File: src/design/hvs_pkg.sv
// shared types, constants and elaboration-time table functions for the haversine datapath
package hvs_pkg;

  typedef logic signed [43:0] cq40_t;
  typedef logic [33:0] turn_t;
  typedef logic [33:0] dist_t;

  typedef enum logic [1:0] {
    QUAD_I   = 2'd0,
    QUAD_II  = 2'd1,
    QUAD_III = 2'd2,
    QUAD_IV  = 2'd3
  } quad_t;

  localparam logic [15:0] EARTH_RADIUS = 16'd6371;
  localparam logic [26:0] RECIP45      = 27'd95443717;
  localparam logic [40:0] OFFSET45     = 41'd773094113280;
  localparam logic [30:0] PI_Q29       = 31'h6487ED51;
  localparam logic [63:0] PI_Q61       = 64'h6487ED5110B4611A;
  localparam dist_t       DIST_MAX     = 34'd13493037705;
  localparam int          TABLE_LEN    = 32;

  // restoring division, used only for constants
  function automatic logic [63:0] hvs_udiv(input logic [63:0] n, input logic [63:0] d);
    logic [64:0] rem;
    logic [63:0] q;
    rem = '0;
    q   = '0;
    for (int b = 63; b >= 0; b--) begin
      rem = {rem[63:0], n[b]};
      if (rem >= {1'b0, d}) begin
        rem  = rem - {1'b0, d};
        q[b] = 1'b1;
      end
    end
    return q;
  endfunction

  function automatic logic [63:0] hvs_isqrt_c(input logic [63:0] v);
    logic [63:0] r;
    logic [63:0] rem;
    logic [63:0] b;
    r   = '0;
    rem = v;
    b   = 64'd1 << 62;
    for (int k = 0; k < 32; k++) begin
      if (rem >= r + b) begin
        rem = rem - (r + b);
        r   = (r >> 1) + b;
      end else begin
        r = r >> 1;
      end
      b = b >> 2;
    end
    return r;
  endfunction

  // atan(2^-i) in Q40 from the alternating series
  function automatic logic [63:0] hvs_atan(input int i);
    logic signed [63:0] sum;
    logic [63:0]        term;
    int                 e;
    sum = '0;
    if (i == 0) begin
      return (PI_Q61 + (64'd1 << 22)) >> 23;
    end
    for (int k = 0; k < 32; k++) begin
      e = 62 - i * (2 * k + 1);
      if (e >= 0) begin
        term = hvs_udiv(64'd1 << e, 64'(2 * k + 1));
        if ((k & 1) != 0) begin
          sum = sum - $signed(term);
        end else begin
          sum = sum + $signed(term);
        end
      end
    end
    return 64'((sum + 64'sd2097152) >>> 22);
  endfunction

  // inverse cordic gain in Q40 for a given number of micro-rotations
  function automatic logic [63:0] hvs_gain(input int steps);
    logic [63:0] p;
    logic [63:0] s;
    logic [63:0] g;
    p = 64'd1 << 60;
    for (int i = 0; i < TABLE_LEN; i++) begin
      if (i < steps) begin
        p = p + (p >> (2 * i));
      end
    end
    s = hvs_isqrt_c(p);
    g = hvs_udiv((64'd1 << 62) + (s >> 1), s);
    return g << 8;
  endfunction

  // Q40 to Q30, round half up
  function automatic logic signed [31:0] hvs_to_q30(input cq40_t v);
    cq40_t t;
    t = v + 44'sd512;
    return t[41:10];
  endfunction

endpackage

File: src/design/hvs_deg2turn.sv
// degrees times 2^23 to binary angle of 2^-34 turn, divide by 45 in two digits
module hvs_deg2turn import hvs_pkg::*; (
  input  logic               clk,
  input  logic               rst_n,
  input  logic               adv,
  input  logic               valid_i,
  input  logic signed [31:0] deg_i,
  output logic               valid_o,
  output turn_t              turn_o
);

  logic [40:0] n_c;
  logic        v1_r, v2_r, v3_r, v4_r;
  logic [47:0] ph_r;
  logic [20:0] nh1_r;
  logic [19:0] nl1_r, nl2_r;
  logic [15:0] qh_est, qh_c, qh2_r, qh3_r;
  logic [21:0] rh_c;
  logic [5:0]  rh2_r;
  logic [25:0] m3_r;
  logic [52:0] pl_r;
  logic [20:0] ql_est;
  logic [19:0] ql_c;
  logic [26:0] rl_c;
  turn_t       turn_r;

  // floor((256*deg + 22) / 45), kept positive by a multiple of 45 * 2^34
  assign n_c = 41'({{9{deg_i[31]}}, deg_i} << 8) + 41'd22 + OFFSET45;

  always_ff @(posedge clk) begin
    if (!rst_n) begin
      v1_r <= 1'b0;
      v2_r <= 1'b0;
      v3_r <= 1'b0;
      v4_r <= 1'b0;
    end else if (adv) begin
      v1_r <= valid_i;
      v2_r <= v1_r;
      v3_r <= v2_r;
      v4_r <= v3_r;
    end
  end

  always_comb begin
    qh_est = ph_r[47:32];
    rh_c   = 22'(nh1_r) - 22'(qh_est * 22'd45);
    qh_c   = qh_est;
    if (rh_c >= 22'd45) begin
      qh_c = qh_est + 16'd1;
      rh_c = rh_c - 22'd45;
    end
  end

  always_comb begin
    ql_est = pl_r[52:32];
    rl_c   = 27'(m3_r) - 27'(ql_est * 27'd45);
    ql_c   = ql_est[19:0];
    if (rl_c >= 27'd45) begin
      ql_c = ql_est[19:0] + 20'd1;
    end
  end

  always_ff @(posedge clk) begin
    if (adv) begin
      ph_r   <= 48'(n_c[40:20]) * 48'(RECIP45);
      nh1_r  <= n_c[40:20];
      nl1_r  <= n_c[19:0];
      qh2_r  <= qh_c;
      rh2_r  <= rh_c[5:0];
      nl2_r  <= nl1_r;
      m3_r   <= {rh2_r, nl2_r};
      pl_r   <= 53'({rh2_r, nl2_r}) * 53'(RECIP45);
      qh3_r  <= qh2_r;
      turn_r <= {qh3_r[13:0], ql_c};
    end
  end

  assign valid_o = v4_r;
  assign turn_o  = turn_r;

endmodule

File: config.mk
export PLATFORM = sky130hd
export DESIGN_NAME = hvs_deg2turn
export DESIGN_NICKNAME = d
export VERILOG_FILES = /design/src/design/hvs_pkg.sv /design/src/design/hvs_deg2turn.sv
export SDC_FILE = /design/constraint.sdc
export NUM_CORES = 1
export LEC_CHECK = 0
export BUFFER_PORTS_ARGS = -buffer_cell sky130_fd_sc_hd__buf_2
export CAP_MARGIN = 20
export CORE_MARGIN = 2
export CORE_UTILIZATION = 40
export CTS_BUF_LIST = sky130_fd_sc_hd__clkbuf_8
export CTS_CLUSTER_SIZE = 40
export DETAILED_ROUTE_END_ITERATION = 16
export GPL_TIMING_DRIVEN = 0
export PLACE_DENSITY = 0.59
export SYNTH_ARGS = -nofsm -noshare
export SYNTH_HDL_FRONTEND = slang
export SYNTH_SLANG_ARGS = --single-unit
File: constraint.sdc
create_clock -name clk -period 20.4 [get_ports clk]
set_clock_uncertainty 0.05 [all_clocks]
set_input_delay 2.04 -clock clk [delete_from_list [all_inputs] [get_ports clk]]
set_output_delay 2.04 -clock clk [all_outputs]
set_load 0.01 [all_outputs]
=== Word-level counts from Yosys, hierarchy flattened ===
Cells that the tools add are included.

* Flip-flop bits (word level): 260
* Bits of input ports: 36
* Output and inout bits: 35
* Word-level logic and storage cells: 30

* Add/subtract/negate cells: 7
* Multiply operators: 4
* $lt $le $gt $ge: 2
* Muxes and demuxes: 3

{| class="wikitable"
|+ Operators with widths
! operator !! number
|-
| multiplier 26 x 27 -> 53 bit, second input constant || 1
|-
| multiplier 21 x 27 -> 48 bit, second input constant || 1
|-
| adder 40 x 6 -> 41 bit, second input constant || 1
|-
| adder 41 x 40 -> 41 bit, second input constant || 1
|-
| >= comparator 27 x 6 -> 1 bit, second input constant || 1
|-
| multiplier 21 x 6 -> 27 bit, second input constant || 1
|-
| subtractor 26 x 27 -> 27 bit || 1
|-
| >= comparator 22 x 6 -> 1 bit, second input constant || 1
|-
| multiplier 16 x 6 -> 22 bit, second input constant || 1
|-
| subtractor 21 x 22 -> 22 bit || 1
|-
| adder 20 x 1 -> 20 bit, second input constant || 1
|-
| 2-to-1 mux 20 bit || 1
|-
| adder 14 x 1 -> 14 bit, second input constant || 1
|-
| 2-to-1 mux 14 bit || 1
|-
| 2-to-1 mux 6 bit || 1
|-
| subtractor 6 bit, second input constant || 1
|}

=== Depth between registers and ports, before layout ===
* Word-level depth: 4
* Depth in mapped cells: 27
* Depth with buffers taken out: 27

=== Least setup slack after synthesis ===
Ideal clock, no wire load.

* Path type: input to register
* From: input deg_i[26]
* To: register ph_r[47], data pin
* Library setup time: 0.260 ns
* Data arrival time: 8.200 ns
* Required time: 20.090 ns
* Slack: 11.890 ns
* Stages: 24
* Path buffers: 0
* Cells stage by stage: ha_1 > nor3_1 > xnor2_1 > ha_1 > ha_1 > fa_1 > fa_1 > inv_1 > fa_1 > fa_1 > fa_1 > inv_1 > ha_1 > and3_1 > o2111ai_1 > a21o_1 > a2111oi_0 > a221oi_1 > o221ai_1 > nand4_1 > nor2_1 > or3_1 > a31oi_1 > xnor2_1

* Longest elaborated chain between the ends: 3

{| class="wikitable"
|+ Ends and longest elaborated chain
! element !! RTL line !! source
|-
| start, declared || hvs_deg2turn.sv:7 || <nowiki>input logic signed [31:0] deg_i,</nowiki>
|-
| adder 40 x 6 -> 41 bit || hvs_deg2turn.sv:28 || <nowiki>assign n_c = 41'({{9{deg_i[31]}}, deg_i} << 8) + 41'd22 + OFFSET45;</nowiki>
|-
| adder 41 x 40 -> 41 bit || hvs_deg2turn.sv:28 ||
|-
| named net n_c[38] || hvs_deg2turn.sv:12 || <nowiki>logic [40:0] n_c;</nowiki>
|-
| multiplier 21 x 27 -> 48 bit || hvs_deg2turn.sv:65 || <nowiki>ph_r <= 48'(n_c[40:20]) * 48'(RECIP45);</nowiki>
|-
| end signal, assigned || hvs_deg2turn.sv:65 ||
|-
| end, declared || hvs_deg2turn.sv:14 || <nowiki>logic [47:0] ph_r;</nowiki>
|}

The timed path passes the listed nets, and every way through them passes these cells.
A chain may end at the register's enable or synchronous reset.

=== Worst setup path after layout ===
Ends and elaborated chain as after synthesis.

==> impl_metrics.yaml <==
floorplanning:
  start_util_pct: 40.6
  num_rows: 91
  die_y_um: 254
  dieWidth_um: 254
  ioPinCount: 71
  die_area_um2: 64700
  core_um2: 61800
layout:
  fin_cells: 3271
  nFillCells: 5804
  multiInputGateArea_um2: 17700
  stdcell_area_um2: 26900
  area_growth_pct: 7.33
  ff_latch_area_um2: 5120
  nNetsFinal: 3307
  diodes: 0
  drive_gt1_share_pct: 4.89
routing:
  wire_per_inst_um: 17.3
  routed_wl_um: 56500
  num_vias: 16200
  drt-initial-drc-count: 732
  drc_errors: 0
  dr.pass1.iters: 5
  ant_nets: 0
  vias_per_cell: 4.97
clock_network:
  cts_sinks: 172
  numCtsBuffers: 17
  clk_path_buf_depth: 2
  cts.clk_slew.worst_paths_ps: 120
  clock_latency_ps: 540
  cts_tree: "done"
  postCtsSetupRepairBufs: 0
  cts-root-buf: "clkbuf_8"
  h-tree-depth: 4
  cts_hold_buffers: 0
  ctsResizeCount: 0
yosys:
  synth_top_area_cell: "fa_1"
  async_reset_ff_share_pct: 0
  synth_cell_types: 66
  yosys-top-cells-area: "fa_1 (28%), ha_1 (25%), edfxtp_1 (20%)"
  yosysWarnings: 0
  synth-edff-count: 168
  netlist_area_um2: 25100
  ys_ff_latch: 172
  ys_seq_area_share_pct: 20.4
  syn-instance-count: 2331
  synth_ff_type: "edfxtp_1"
  syn-num-nets: 3217
  yosys.area.top_type_share_pct: 27.7
  synth_area_per_cell_um2: 10.8
critical_path:
  critPathMaxFanout: 6
  cp_data_arrival_time_ps: 9630
  max_stage_delay_ps: 800
  startpoint: "deg_i[26]"
  crit_top_cell: "inv_1"
  start_kind: "input pin"
  slowest_stage: "xnor2_1"
  reg2reg_to: "pl_r[52]$_DFFE_PP_"
  cp_top_family: "adder cells"
  worstSetupEndpointType: "flip-flop"
  worst_r2r_path_depth: 23
  cp.required_ps: 20660
  r2r_slack_ps: 12550
  rr_startpoint: "nl2_r[18]$_DFFE_PP_"
  path_class: "input pin to flip-flop"
  critPathBufInv: 7
grt:
  grt-ovfl-total: 0
  grt_pass1_vias: 17400
  antenna_found_initial: 0
  grt_max_degree: 109
  track_usage_pct: 18.4
  grt_pass1_wl_um: 91800
placed_design:
  dp.cells: 3239
  gp_congestion: 0.901
  placed_area_um2: 26500
  place_hpwl_um: 49700
  io_buffer_count: 70
timing:
  setup-violations-final: 0
  hold_viol: 0
  max_slew_margin_pct: 33.6
  slew_viol_final: 0
  fin_crit_sh_pct: 46.0
  fmax_mhz: 107
  period_minus_slack_ps: 9370
  worstMarginPinSlew_ps: 989
  fin_hold_ws_ps: 374
  rsz0062_at_grt: "false"
  tns_ps: 0
hold_path:
  worstHoldStart: "nl1_r[8]$_DFFE_PP_"
  worstHoldPathCells: 0
  hold_path.class: "flip-flop to flip-flop"
  hold-path-endpoint: "nl2_r[8]$_DFFE_PP_"
run:
  cap_violations: 0
status:
  status: "completed"
-- worst max path at each step --
| stage | depth (start not counted) | slack [ps] | end |
|---|---|---|---|
| after floorplan | 24 | 11890 | ph_r[47]$_DFFE_PP_ |
| after global placement | 24 | 10500 | ph_r[47]$_DFFE_PP_ |
| after detailed placement | 24 | 10440 | ph_r[47]$_DFFE_PP_ |
| after CTS | 24 | 11050 | ph_r[47]$_DFFE_PP_ |
| after global routing | 28 | 10670 | ph_r[47]$_DFFE_PP_ |
| final | 28 | 11030 | ph_r[47]$_DFFE_PP_ |
-- kinds of logic (layout without fill, tap and decap cells) --
logic type	after synthesis	after routing	share of synthesized area (%)
adders and majority gates	850	850	52.8
buffers and inverters	597	700	8.98
and+or+nand+nor	313	313	6.23
AOI/OAI and AO/OA	293	293	7.77
DFF	172	172	20.4
xor gates and xnor gates	95	95	3.32
muxes	11	11	0.449
-- cell type report --
cell class | count | share of cell area [%]
clock buffer | 17 | 0.870
multi-input combinational | 1562 | 65.8
sequential | 172 | 19.0
tap | 837 | 3.89
timing repair buffer | 71 | 1.43
clock inverter | 15 | 0.637
buffer | 10 | 0.177
inverter | 587 | 8.19
-- flip-flops by register name, indices dropped and copies added, names as in the netlist, 6 cells and up --
register / cells
nl2_r: 12
turn_o: 34
qh3_r: 14
nh1_r: 19
pl_r: 21
ph_r: 18
rh2_r: 6
m3_r: 18
nl1_r: 12
qh2_r: 14
-- worst reg2reg max path: stages, from the launching register on --
cell and delay (ps):
edfxtp_1 590, ha_1 400, inv_1 70, fa_1 510
inv_1 40, ha_1 260, inv_1 50, fa_1 590
inv_1 90, fa_1 530, fa_1 550, fa_1 490
ha_1 380, a21oi_1 160, o21ai_0 170, or2_2 320
nor4_1 300, a211oi_1 250, a311oi_1 540, o21ai_0 290
o21a_1 260, o21a_1 220, o41ai_1 320, xnor2_1 150
-- layer usage --
metal / track usage, % / wire, um / up-vias
met5: 0 / 0 / -
met4: 5.45 / 1380 / 0
met3: 2.12 / 2100 / 68
met2: 32.3 / 28000 / 306
met1: 23.9 / 25000 / 7962
li1: - / - / 7908
-- cell usage in the layout (no fill, tap or decap), types with 12 or more instances in the layout --
cell        n
inv_1     587
ha_1      503
fa_1      347
edfxtp_1  168
a21oi_1    78
nor2_1     77
buf_2      71
nand2_1    69
xnor2_1    62
a21o_1     46
o21ai_0    46
xor2_1     33
nor3_1     30
nand4_1    26
o21a_1     25
nand3_1    21
clkbuf_8   17
nor2b_1    16
a211oi_1   15
nand2b_1   14
nor4_1     12
-- through the flow --
step | util [%] | worst slack, ps
3_5_place_dp | 42.9 | 10440
3_3_place_gp | 42.8 | 10500
4_1_cts | 43.5 | 11050
6_report | 43.5 | 11030
5_1_grt | 43.5 | 10670
2_1_floorplan | - | 11890
-- synthesized netlist by cell type, types with 3 or more instances --
master       n
a2111oi_0    5
a211o_1      3
a211oi_1    15
a21o_1      46
a21oi_1     78
a221oi_1     5
a22oi_1      3
a311oi_1     3
a31oi_1      9
and2_1       7
and3_1      11
clkbuf_1     7
dfxtp_1      4
edfxtp_1   168
fa_1       347
ha_1       503
inv_1      587
mux2i_1      9
nand2_1     69
nand2b_1    14
nand3_1     21
nand3b_1     4
nand4_1     26
nor2_1      77
nor2b_1     16
nor3_1      30
nor3b_1      6
nor4_1      12
o2111ai_1    4
o211ai_1     7
o21a_1      25
o21ai_0     46
o21bai_1     7
o221ai_1     5
o22ai_1      4
o311ai_0     3
o31ai_1      4
or2_2        7
or3_1        5
xnor2_1     62
xor2_1      33
Power is left out: the tool's default activity adds up to more than one toggle a clock period on the data nets, which glitch-free logic cannot reach.
